## src/design/rnsp_pkg.sv

```systemverilog
`timescale 1ns / 1ps
`default_nettype none

package rnsp_pkg;

  // Field widths
  localparam int unsigned DimW    = 13;
  localparam int unsigned IdxW    = 20;
  localparam int unsigned ChanW   = 8;
  localparam int unsigned PixW    = 3 * ChanW;
  localparam int unsigned CoordW  = 12;
  localparam int unsigned MaskW   = 32;
  localparam int unsigned NumW    = CoordW + DimW;   // scaled coordinate numerator
  localparam int unsigned FacW    = 25;              // mask / 255
  localparam int unsigned ShW     = 5;
  localparam int unsigned CfgIdxW = 3;
  localparam int unsigned InDataW = 72;
  localparam int unsigned NumChan = 3;

  localparam int unsigned SourceDepth = 1048576;
  localparam int unsigned QueueDepth  = 4;

  // Channel rescale constants
  localparam int unsigned ChanMax    = 255;
  localparam int unsigned ChanRound  = 127;
  localparam logic [31:0] Recip255   = 32'h8080_8081;
  localparam int unsigned RecipShift = 39;

  // Register indexes
  localparam logic [CfgIdxW-1:0] RegSrcWidth  = 3'd0;
  localparam logic [CfgIdxW-1:0] RegSrcHeight = 3'd1;
  localparam logic [CfgIdxW-1:0] RegTgtWidth  = 3'd2;
  localparam logic [CfgIdxW-1:0] RegTgtHeight = 3'd3;
  localparam logic [CfgIdxW-1:0] RegRotation  = 3'd4;
  localparam logic [CfgIdxW-1:0] RegRedMask   = 3'd5;
  localparam logic [CfgIdxW-1:0] RegGreenMask = 3'd6;
  localparam logic [CfgIdxW-1:0] RegBlueMask  = 3'd7;

  // Operation codes
  localparam logic OpStore   = 1'b0;
  localparam logic OpRequest = 1'b1;

  // Item tag carried through the back pipeline
  typedef struct packed {
    logic            op;
    logic [IdxW-1:0] idx;
    logic [PixW-1:0] rgb;
  } tag_t;

  // Classified queue entry
  typedef struct packed {
    tag_t            tag;
    logic [NumW-1:0] num_x;
    logic [NumW-1:0] num_y;
  } item_t;

  // Active configuration, sizes already forced nonzero
  typedef struct packed {
    logic [DimW-1:0]                   sw;
    logic [DimW-1:0]                   sh;
    logic [DimW-1:0]                   tw;
    logic [DimW-1:0]                   th;
    logic [1:0]                        rot;
    logic [NumChan-1:0][FacW-1:0]      fa;
    logic [NumChan-1:0][ChanW-1:0]     fb;
    logic [NumChan-1:0][ShW-1:0]       fs;
  } cfg_t;

  function automatic logic [DimW-1:0] nonzero(input logic [DimW-1:0] v);
    nonzero = (v == '0) ? DimW'(1) : v;
  endfunction

endpackage

`default_nettype wire

```

## src/design/rnsp_front.sv

```systemverilog
`timescale 1ns / 1ps
`default_nettype none

module rnsp_front import rnsp_pkg::*; (
  input  wire cfg_t                 cfg_i,
  input  wire logic                 s_axis_tvalid_i,
  output logic                      s_axis_tready_o,
  input  wire logic [InDataW-1:0]   s_axis_tdata_i,
  input  wire logic                 s_axis_tuser_i,
  input  wire logic                 q_full_i,
  output logic                      q_push_o,
  output item_t                     q_item_o
);

  logic [CoordW-1:0] x, y;
  logic [DimW-1:0]   dw, dh;

  assign s_axis_tready_o = !q_full_i;
  assign q_push_o        = s_axis_tvalid_i && !q_full_i;

  // Unpack and take the rotated display size
  assign x  = s_axis_tdata_i[55:44];
  assign y  = s_axis_tdata_i[67:56];
  assign dw = cfg_i.rot[0] ? cfg_i.sh : cfg_i.sw;
  assign dh = cfg_i.rot[0] ? cfg_i.sw : cfg_i.sh;

  // Classify and form the scale numerators
  always_comb begin
    q_item_o.tag.op  = s_axis_tuser_i;
    q_item_o.tag.idx = s_axis_tdata_i[19:0];
    q_item_o.tag.rgb = {s_axis_tdata_i[27:20], s_axis_tdata_i[35:28], s_axis_tdata_i[43:36]};
    q_item_o.num_x   = NumW'({{DimW{1'b0}}, x} * {{CoordW{1'b0}}, dw});
    q_item_o.num_y   = NumW'({{DimW{1'b0}}, y} * {{CoordW{1'b0}}, dh});
  end

endmodule

`default_nettype wire

```

## config.mk

```make
export PLATFORM = sky130hd
export DESIGN_NAME = rnsp_front
export DESIGN_NICKNAME = d
export VERILOG_FILES = /design/src/design/rnsp_pkg.sv /design/src/design/rnsp_front.sv
export SDC_FILE = /design/constraint.sdc
export NUM_CORES = 1
export LEC_CHECK = 0
export ABC_AREA = 1
export BUFFER_PORTS_ARGS = -buffer_cell sky130_fd_sc_hd__buf_2
export CAP_MARGIN = 20
export CORE_MARGIN = 2
export CORE_UTILIZATION = 40
export DETAILED_ROUTE_END_ITERATION = 8
export GPL_ROUTABILITY_DRIVEN = 0
export MAX_ROUTING_LAYER = met4
export SYNTH_ARGS = -nofsm -noshare
export SYNTH_HDL_FRONTEND = slang
export SYNTH_SLANG_ARGS = --single-unit
```

## constraint.sdc

```tcl
create_clock -name vclk -period 6.6
set_clock_uncertainty 0.05 [all_clocks]
set_input_delay 0.66 -clock vclk [all_inputs]
set_output_delay 0.66 -clock vclk [all_outputs]
set_load 0.02 [all_outputs]
```

==> results.cfg <==
[run_status]
outcome = finished clean

[timing]
relSlewSlack_pct = 70.9
fin_crit_ns = 6.31
period_share_pct = 95.6
hold_slack_ns = 1.27
max_freq_ghz = 0.158
setup_viol = 0
maxSlewViolCount = 0
worst_slew_pin_slew_ns = 0.436
rsz0062_at_grt = false
hold_violations = 0
setup_tns_ns = 0

[logic_synthesis]
ys_seq_area_share_pct = 0
syn-cell-area_um2 = 11400
avgSynthCellArea_um2 = 7.02
synthXorXnorAreaFrac_pct = 1.77
ys_types = 25
synth-simple-area-share_pct = 23.8
syn-num-nets = 2206
synthCells = 1617
synth_mux_area_share_pct = 0
synth_compound_area_share_pct = 3.26
ys_warn_count = 0
synthAdderAreaFrac_pct = 52.7
synth_top_family_by_area = adder cells

[grt]
grt_pass1_vias = 9898
grtUsageTotal_pct = 20.8
overflow = 0
antenna_found_initial = 0
grt_first_pass_wirelength_um = 48100
grt_max_degree = 27

[floorplanning]
initial_core_util_pct = 40.8
core_area_um2 = 27900
num_rows = 61
pin_count = 340
die_area_um2 = 29800
die_y_um = 172
dieWidth_um = 172

[critical_path]
required_ns = 5.89
crit_arrival_ns = 5.60
path_class = in -> out
endpoint_kind = primary output
startpoint_type = primary input
cp_max_fo = 21

[routing]
routedWlPerCell_um = 13.9
ant_nets = 0
vias = 9798
finalWirelength_um = 28500
vias_per_cell = 4.78
first_iter_violations = 621
dr.pass1.iters = 5
drc = 0

[placement]
dpl.hpwl_um = 25600
io_buffer_count = 105

[cells_and_area]
seq_cells = 0
syn_to_final_growth_pct = 6.36
antenna_cells = 0
seq_area_um2 = 0
utilization_pct = 43.4
nets = 2263
drive_gt1_share_pct = 9.57
nClkBuffers = 0

[clocking]
cts_setup_buffers = 0

[run]
cap_violations = 0

[worst_hold_path]
worstHoldPathType = in -> out
==> cells by family (layout without fill, tap and decap cells) <==
logic type | count (synthesis) | after routing
adder cells (fa/ha/maj) | 346 | 346
XOR/XNOR | 23 | 23
AND/OR/NAND/NOR | 688 | 688
buffers and inverters | 508 | 563
AO/OA/AOI/OAI | 52 | 52
==> path summary, 6_finish.rpt <==
path	from	slack, ns	cells past startpoint	end
max	cfg_i[114]	0.29	23	q_item_o[16]
min	s_axis_tdata_i[37]	1.27	0	q_item_o[51]
==> layout by cell type, fill, tap and decap left out, drive strengths merged <==
| cell type | instances |
|---|---|
| inv | 443 |
| or2 | 11 |
| nor2 | 165 |
| a21oi | 27 |
| xor2 | 15 |
| fa | 220 |
| nand3b | 2 |
| nand4 | 5 |
| o21bai | 8 |
| xnor2 | 8 |
| nand2 | 453 |
| o21ai | 17 |
| ha | 126 |
| nand3 | 40 |
| nor3 | 7 |
| and2 | 5 |
| clkinvlp | 1 |
| buf | 119 |
==> cell type report <==
type	instances	area, um^2
fill	2936	15800
inverter	444	1680
multi-input combinational	1109	9280
tap	378	473
timing repair buffer	119	643
==> critical path, stage by stage <==
cell,delay [ns]
buf_2,0.13
inv_4,0.10
or2_2,0.30
o21ai_2,0.16
inv_2,0.17
nand2_1,0.11
fa_1,0.43
fa_1,0.50
fa_1,0.55
inv_1,0.05
fa_1,0.48
inv_1,0.05
fa_1,0.47
inv_1,0.04
ha_1,0.34
nand2_1,0.11
nor2_1,0.23
nand2_1,0.09
nand2_1,0.14
nand2_1,0.07
nand2_1,0.08
xor2_1,0.15
buf_2,0.18
==> synthesized netlist by cell type, drive strengths merged <==
cell | instances | share of area, %
nand4 | 5 | 0.28
clkbuf | 12 | 0.40
xnor2 | 8 | 0.62
nor3 | 7 | 0.31
inv | 444 | 15
fa | 220 | 39
ha | 126 | 14
o21bai | 8 | 0.53
nor2 | 165 | 5.5
nand3 | 40 | 1.8
nand3b | 2 | 0.13
o21ai | 17 | 1.5
a21oi | 27 | 1.2
nand2 | 453 | 15
buf | 52 | 3.4
and2 | 5 | 0.28
xor2 | 15 | 1.2
or2 | 11 | 0.61
==> through the flow <==
step	worst slack, ns	std cells	area [um^2]
2_1_floorplan	0.769	1617	11400
5_1_grt	0.00149	2050	12100
6_report	0.289	2050	12100
3_3_place_gp	0.203	2050	12000
3_5_place_dp	0.175	2050	12000
4_1_cts	0.165	2050	12000
==> per-layer routing <==
metal  track usage, %  vias to the layer above  part of all wire, %
met5                -                        -                    0
met2             33.3                      286                   45
met3             2.38                       31                  7.2
li1                 -                     4712                    -
met4             2.12                        0                 0.84
met1             29.5                     4769                   47
==> what timing repair did <==
action	4_1_cts	5_1_grt
hold buffers	0	0
setup endpoints to repair	0	19
resized for setup	0	12
Power is not shown: default switching activity piles up to over one toggle a cycle in this logic, so the estimate is an artifact.
