===== src/design/rnsp_pkg.sv =====
`timescale 1ns / 1ps
`default_nettype none

package rnsp_pkg;

  // Field widths
  localparam int unsigned DimW    = 13;
  localparam int unsigned IdxW    = 20;
  localparam int unsigned ChanW   = 8;
  localparam int unsigned PixW    = 3 * ChanW;
  localparam int unsigned CoordW  = 12;
  localparam int unsigned MaskW   = 32;
  localparam int unsigned NumW    = CoordW + DimW;   // scaled coordinate numerator
  localparam int unsigned FacW    = 25;              // mask / 255
  localparam int unsigned ShW     = 5;
  localparam int unsigned CfgIdxW = 3;
  localparam int unsigned InDataW = 72;
  localparam int unsigned NumChan = 3;

  localparam int unsigned SourceDepth = 1048576;
  localparam int unsigned QueueDepth  = 4;

  // Channel rescale constants
  localparam int unsigned ChanMax    = 255;
  localparam int unsigned ChanRound  = 127;
  localparam logic [31:0] Recip255   = 32'h8080_8081;
  localparam int unsigned RecipShift = 39;

  // Register indexes
  localparam logic [CfgIdxW-1:0] RegSrcWidth  = 3'd0;
  localparam logic [CfgIdxW-1:0] RegSrcHeight = 3'd1;
  localparam logic [CfgIdxW-1:0] RegTgtWidth  = 3'd2;
  localparam logic [CfgIdxW-1:0] RegTgtHeight = 3'd3;
  localparam logic [CfgIdxW-1:0] RegRotation  = 3'd4;
  localparam logic [CfgIdxW-1:0] RegRedMask   = 3'd5;
  localparam logic [CfgIdxW-1:0] RegGreenMask = 3'd6;
  localparam logic [CfgIdxW-1:0] RegBlueMask  = 3'd7;

  // Operation codes
  localparam logic OpStore   = 1'b0;
  localparam logic OpRequest = 1'b1;

  // Item tag carried through the back pipeline
  typedef struct packed {
    logic            op;
    logic [IdxW-1:0] idx;
    logic [PixW-1:0] rgb;
  } tag_t;

  // Classified queue entry
  typedef struct packed {
    tag_t            tag;
    logic [NumW-1:0] num_x;
    logic [NumW-1:0] num_y;
  } item_t;

  // Active configuration, sizes already forced nonzero
  typedef struct packed {
    logic [DimW-1:0]                   sw;
    logic [DimW-1:0]                   sh;
    logic [DimW-1:0]                   tw;
    logic [DimW-1:0]                   th;
    logic [1:0]                        rot;
    logic [NumChan-1:0][FacW-1:0]      fa;
    logic [NumChan-1:0][ChanW-1:0]     fb;
    logic [NumChan-1:0][ShW-1:0]       fs;
  } cfg_t;

  function automatic logic [DimW-1:0] nonzero(input logic [DimW-1:0] v);
    nonzero = (v == '0) ? DimW'(1) : v;
  endfunction

endpackage

`default_nettype wire


===== src/design/rnsp_queue.sv =====
`timescale 1ns / 1ps
`default_nettype none

module rnsp_queue import rnsp_pkg::*; #(
  parameter int unsigned DEPTH = QueueDepth
) (
  input  wire logic  clk_i,
  input  wire logic  rst_ni,
  input  wire logic  push_i,
  input  wire item_t item_i,
  output logic       full_o,
  input  wire logic  pop_i,
  output logic       valid_o,
  output item_t      item_o
);

  localparam int unsigned PW = (DEPTH > 1) ? $clog2(DEPTH) : 1;

  item_t             store_q [DEPTH];
  logic [PW-1:0]     wptr_q, rptr_q;
  logic [PW:0]       cnt_q;

  assign full_o  = (cnt_q == (PW+1)'(DEPTH));
  assign valid_o = (cnt_q != '0);
  assign item_o  = store_q[rptr_q];

  function automatic logic [PW-1:0] bump(input logic [PW-1:0] p);
    bump = (p == PW'(DEPTH - 1)) ? '0 : p + PW'(1);
  endfunction

  // Pointers and fill count
  always_ff @(posedge clk_i or negedge rst_ni) begin
    if (!rst_ni) begin
      wptr_q <= '0;
      rptr_q <= '0;
      cnt_q  <= '0;
    end else begin
      if (push_i) wptr_q <= bump(wptr_q);
      if (pop_i)  rptr_q <= bump(rptr_q);
      if (push_i && !pop_i)      cnt_q <= cnt_q + (PW+1)'(1);
      else if (pop_i && !push_i) cnt_q <= cnt_q - (PW+1)'(1);
    end
  end

  always_ff @(posedge clk_i) begin
    if (push_i) store_q[wptr_q] <= item_i;
  end

endmodule

`default_nettype wire


===== config.mk =====
export PLATFORM = sky130hd
export DESIGN_NAME = rnsp_queue
export DESIGN_NICKNAME = d
export VERILOG_FILES = /design/src/design/rnsp_pkg.sv /design/src/design/rnsp_queue.sv
export SDC_FILE = /design/constraint.sdc
export NUM_CORES = 1
export LEC_CHECK = 0
export ABC_AREA = 0
export BUFFER_PORTS_ARGS = -buffer_cell sky130_fd_sc_hd__buf_2
export CORE_AREA = 2 2 181 271
export CTS_CLUSTER_SIZE = 12
export DETAILED_ROUTE_END_ITERATION = 6
export DIE_AREA = 0 0 183 273
export PLACE_DENSITY = 0.53
export REMOVE_ABC_BUFFERS = 1
export SETUP_SLACK_MARGIN = 0.05
export SYNTH_ARGS = -nofsm -noshare
export SYNTH_HDL_FRONTEND = slang
export SYNTH_SLANG_ARGS = --single-unit

===== constraint.sdc =====
create_clock -name clk_i -period 3.5 [get_ports clk_i]
set_input_delay 0.35 -clock clk_i [delete_from_list [all_inputs] [get_ports clk_i]]
set_output_delay 0.35 -clock clk_i [all_outputs]
set_load 0.005 [all_outputs]

==> out/summary.log <==
[run_status] result of the run finished, final reports clean
[place] routability congestion estimate 0.676
[place] hpwl dp 17500 um
[final_layout] most frequent standard cell in the layout excluding fill and tap cells edfxtp_1
[final_layout] post-layout instance count excluding filler cells 1386
[clock_network] Max Root-Sink Buffers 3
[grt] total grt overflow 0
[clock_network] TritonCTS clock tree yes
[setup_path] Worst Path Class, Setup reg -> out
[timing] Final Cycle Share 79.9%
[power_and_ir_drop] share of total power consumed by net switching 27.4%
[grt] global-route usage over all layers 12.1%
[route] Total Routed Length 30400 um
[power_and_ir_drop] P_int 10000 uW
[clock_network] Clock transition at path regs 0.06 ns
[floorplanning] effective utilization at floorplan 29.7%
[clock_network] number of buffers created by CTS 40
[setup_path] endpoint required time on the critical path 3.15 ns
[floorplanning] area of the core region 47600 um2
[final_layout] highest-count cells in the layout ignoring fill and taps edfxtp_1, buf_2, mux4_2
[grt] pin count of the biggest net entering global routing 97
[place] number of placed instances, taps included 1320
[grt] number of antenna violations at the first check in global routing 7
[floorplanning] die extent in x 183 um
[power_and_ir_drop] part of the power in registers 45.1%
[setup_path] Slowest Stage Delay on Critical Path 0.85 ns
[setup_path] cell with the largest stage delay on the worst path dfrtp_4
[timing] Worst-Margin Slew 0.800 ns
[floorplanning] vertical extent of the die 273 um
[final_layout] Sequential cell area 11600 um2
[setup_path] Crit. End Element output port
[timing] final number of setup-violating endpoints 0
[timing] slew margin rel. 46.7%
[timing] final period demand of the worst path 2.80 ns
[setup_path] CP Capture Point item_o[26]
[logic_synthesis] Post-Syn Area 14100 um2
[grt] global-route wire length before repair 44300 um
[logic_synthesis] post-synthesis register bit count 387
[power_and_ir_drop] Max rail drop VDD 0.478 mV
[clock_network] Clk Latency, worst-skew pair 0.54 ns
[final_layout] number of nets at the end of the flow 873
[timing] unrepaired setup endpoints after global routing no
[clock_network] # clock sinks 387
[setup_path] Arrival @ worst endpoint 2.45 ns
[setup_path] cells along the critical path buf_4 -> mux4_2 -> buf_2
[logic_synthesis] Ys Warns 0
[logic_synthesis] number of distinct library cell variants in the gate-level netlist after synthesis 21
[final_layout] final standard cell area without fillers 17100 um2
[final_layout] layout cells sized above 1 46.2%
[final_layout] FILL cells 4373
[logic_synthesis] mean instance size in the synthesized netlist 26.5 um2
[clock_network] number of H-tree levels 2
[setup_path] startpoint kind of the worst setup timing path flip-flop
[route] number of optimization iterations in the first detailed-route pass 6
[floorplanning] number of cell rows 98
[setup_path] worst reg-to-reg setup slack 1.59 ns
[power_and_ir_drop] leakage 0.00574 uW
[final_layout] area taken by multi-input logic gates 2370 um2
[timing] final setup skew 0.0216 ns
[power_and_ir_drop] NetSw 3780 uW
[place] count of port buffers added during placement 195
[floorplanning] ports placed on the boundary 196
[logic_synthesis] part of the Yosys area used for sequential elements 82.0%
[run] # Max-Cap Violations 0
[min_path] class of the worst hold path in -> reg
[setup_path] R2R depth 4
[timing] count of final max-slew check failures 0
[setup_path] reg-to-reg startpoint wptr_q[0]
[final_layout] Area growth, synth to finish 21.1%
[setup_path] Crit. Startpoint rptr_q[0]
[route] Final ANT Viol Nets 0
[floorplanning] die area 50000 um2
[grt] vias in the first global route 6874
[place] Placed Area 15900 um2
[route] mean routed wirelength per cell 21.9 um
[power_and_ir_drop] overall power of the completed layout 13800 uW
[setup_path] terminus of the critical flop-to-flop path store_q[0][37]
[route] DRC violations left 0
[power_and_ir_drop] power density cells 806 nW/um2
[final_layout] final standard cell utilization of the core 36.0%
[route] total via count after detailed routing 6310
[timing] Fmax 358 MHz
[logic_synthesis] synthesized instance count 534
[route] count of routing violations after the opening detailed-route iteration 337
[timing] Fin. Hold Viols 0
[clock_network] total of cells resized after clock tree synthesis 0
[power_and_ir_drop] relative contribution of combinational cells to total power 26.2%
[power_and_ir_drop] share of power burned in the clock network 28.7%
[clock_network] Clock Root Buffer clkbuf_16
[route] Via-to-Cell Ratio 4.55
[setup_path] Worst Path Max Fanout 31
==> power by group through the flow <==
stage / registers [uW] / logic [uW] / clock network (uW)
6_report: 6220 / 3610 / 3970
5_1_grt: 6300 / 3930 / 4270
4_1_cts: 6240 / 3780 / 4100
3_5_place_dp: 6340 / 3770 / 0
3_3_place_gp: 6300 / 3750 / 0
2_1_floorplan: 6600 / 1980 / 0
==> state kept, by name, indices dropped and copies added, names as in the netlist <==
register	flops
rptr_q	2
store_q	380
cnt_q	3
wptr_q	2
==> per-layer routing <==
| layer | routed length (um) | GRT usage, % | vias to the layer above |
|---|---|---|---|
| met4 | 1150 | 5.39 | 6 |
| met2 | 15900 | 21.4 | 145 |
| met5 | 37 | 0 | - |
| li1 | - | - | 2756 |
| met3 | 1490 | 2.88 | 71 |
| met1 | 11800 | 13.9 | 3332 |
==> worst max-delay path: cells and delay by family (launching register included) <==
kind | cells | cell delay, ns
DFF | 1 | 0.85
muxes | 1 | 0.55
buffers and inverters | 2 | 0.52
==> worst min-delay path by stage <==
stage | to | slack (ns) | startpoint | depth (start not counted)
floorplan | cnt_q[0] | 0.05 | rst_ni | 0
global placement | cnt_q[2] | 0.22 | rst_ni | 1
detailed placement | cnt_q[0] | 0.22 | rst_ni | 1
CTS | store_q[2][1] | 0.0004 | item_i[1] | 1
global route | store_q[2][74] | 0.002 | item_i[74] | 1
finish | store_q[0][13] | 0.03 | item_i[13] | 1
==> through the flow <==
step                TNS [ns]  worst slack, ns  hold WS [ns]
detailed placement         0             1.16         0.218
global route               0            0.508       0.00164
CTS                        0            0.568      0.000430
floorplan            -122.10            -1.26        0.0544
global placement           0             1.16         0.219
finish                     0            0.703        0.0282
==> area by class of cell <==
| cell class | count | area share (%) |
|---|---|---|
| timing repair buffer | 213 | 7.08 |
| antenna | 2 | 0.0292 |
| clock inverter | 10 | 0.658 |
| inverter | 4 | 0.0877 |
| sequential | 387 | 67.7 |
| tap | 600 | 4.39 |
| multi-input combinational | 121 | 13.9 |
| clock buffer | 49 | 6.17 |
==> cell families after synthesis <==
group,count (synthesis),synth area share (%)
fa+ha+maj,7,0.673
xor+xnor,3,0.186
buf+inv,26,1.28
simple gates,11,0.407
flops,387,82.0
mux,98,15.4
compound gates,2,0.0708
==> cell usage after synthesis (all sizes together) <==
| library cell | number | area share [%] |
|---|---|---|
| nor3b | 1 | 0.053 |
| xor2 | 2 | 0.12 |
| inv | 4 | 0.11 |
| nor2 | 3 | 0.080 |
| xnor2 | 1 | 0.062 |
| dfrtp | 7 | 1.2 |
| or3 | 1 | 0.044 |
| edfxtp | 380 | 81 |
| fa | 1 | 0.14 |
| nand2 | 2 | 0.053 |
| and2 | 4 | 0.18 |
| buf | 18 | 1.1 |
| ha | 6 | 0.53 |
| o21ai | 2 | 0.071 |
| mux2 | 3 | 0.24 |
| mux4 | 95 | 15 |
| clkbuf | 4 | 0.11 |
==> what timing repair did <==
item,CTS,global route
hold endpoints to repair,22,0
hold buffers,5,0
buffers inserted,0,0
(Power assumes the default switching activity.)
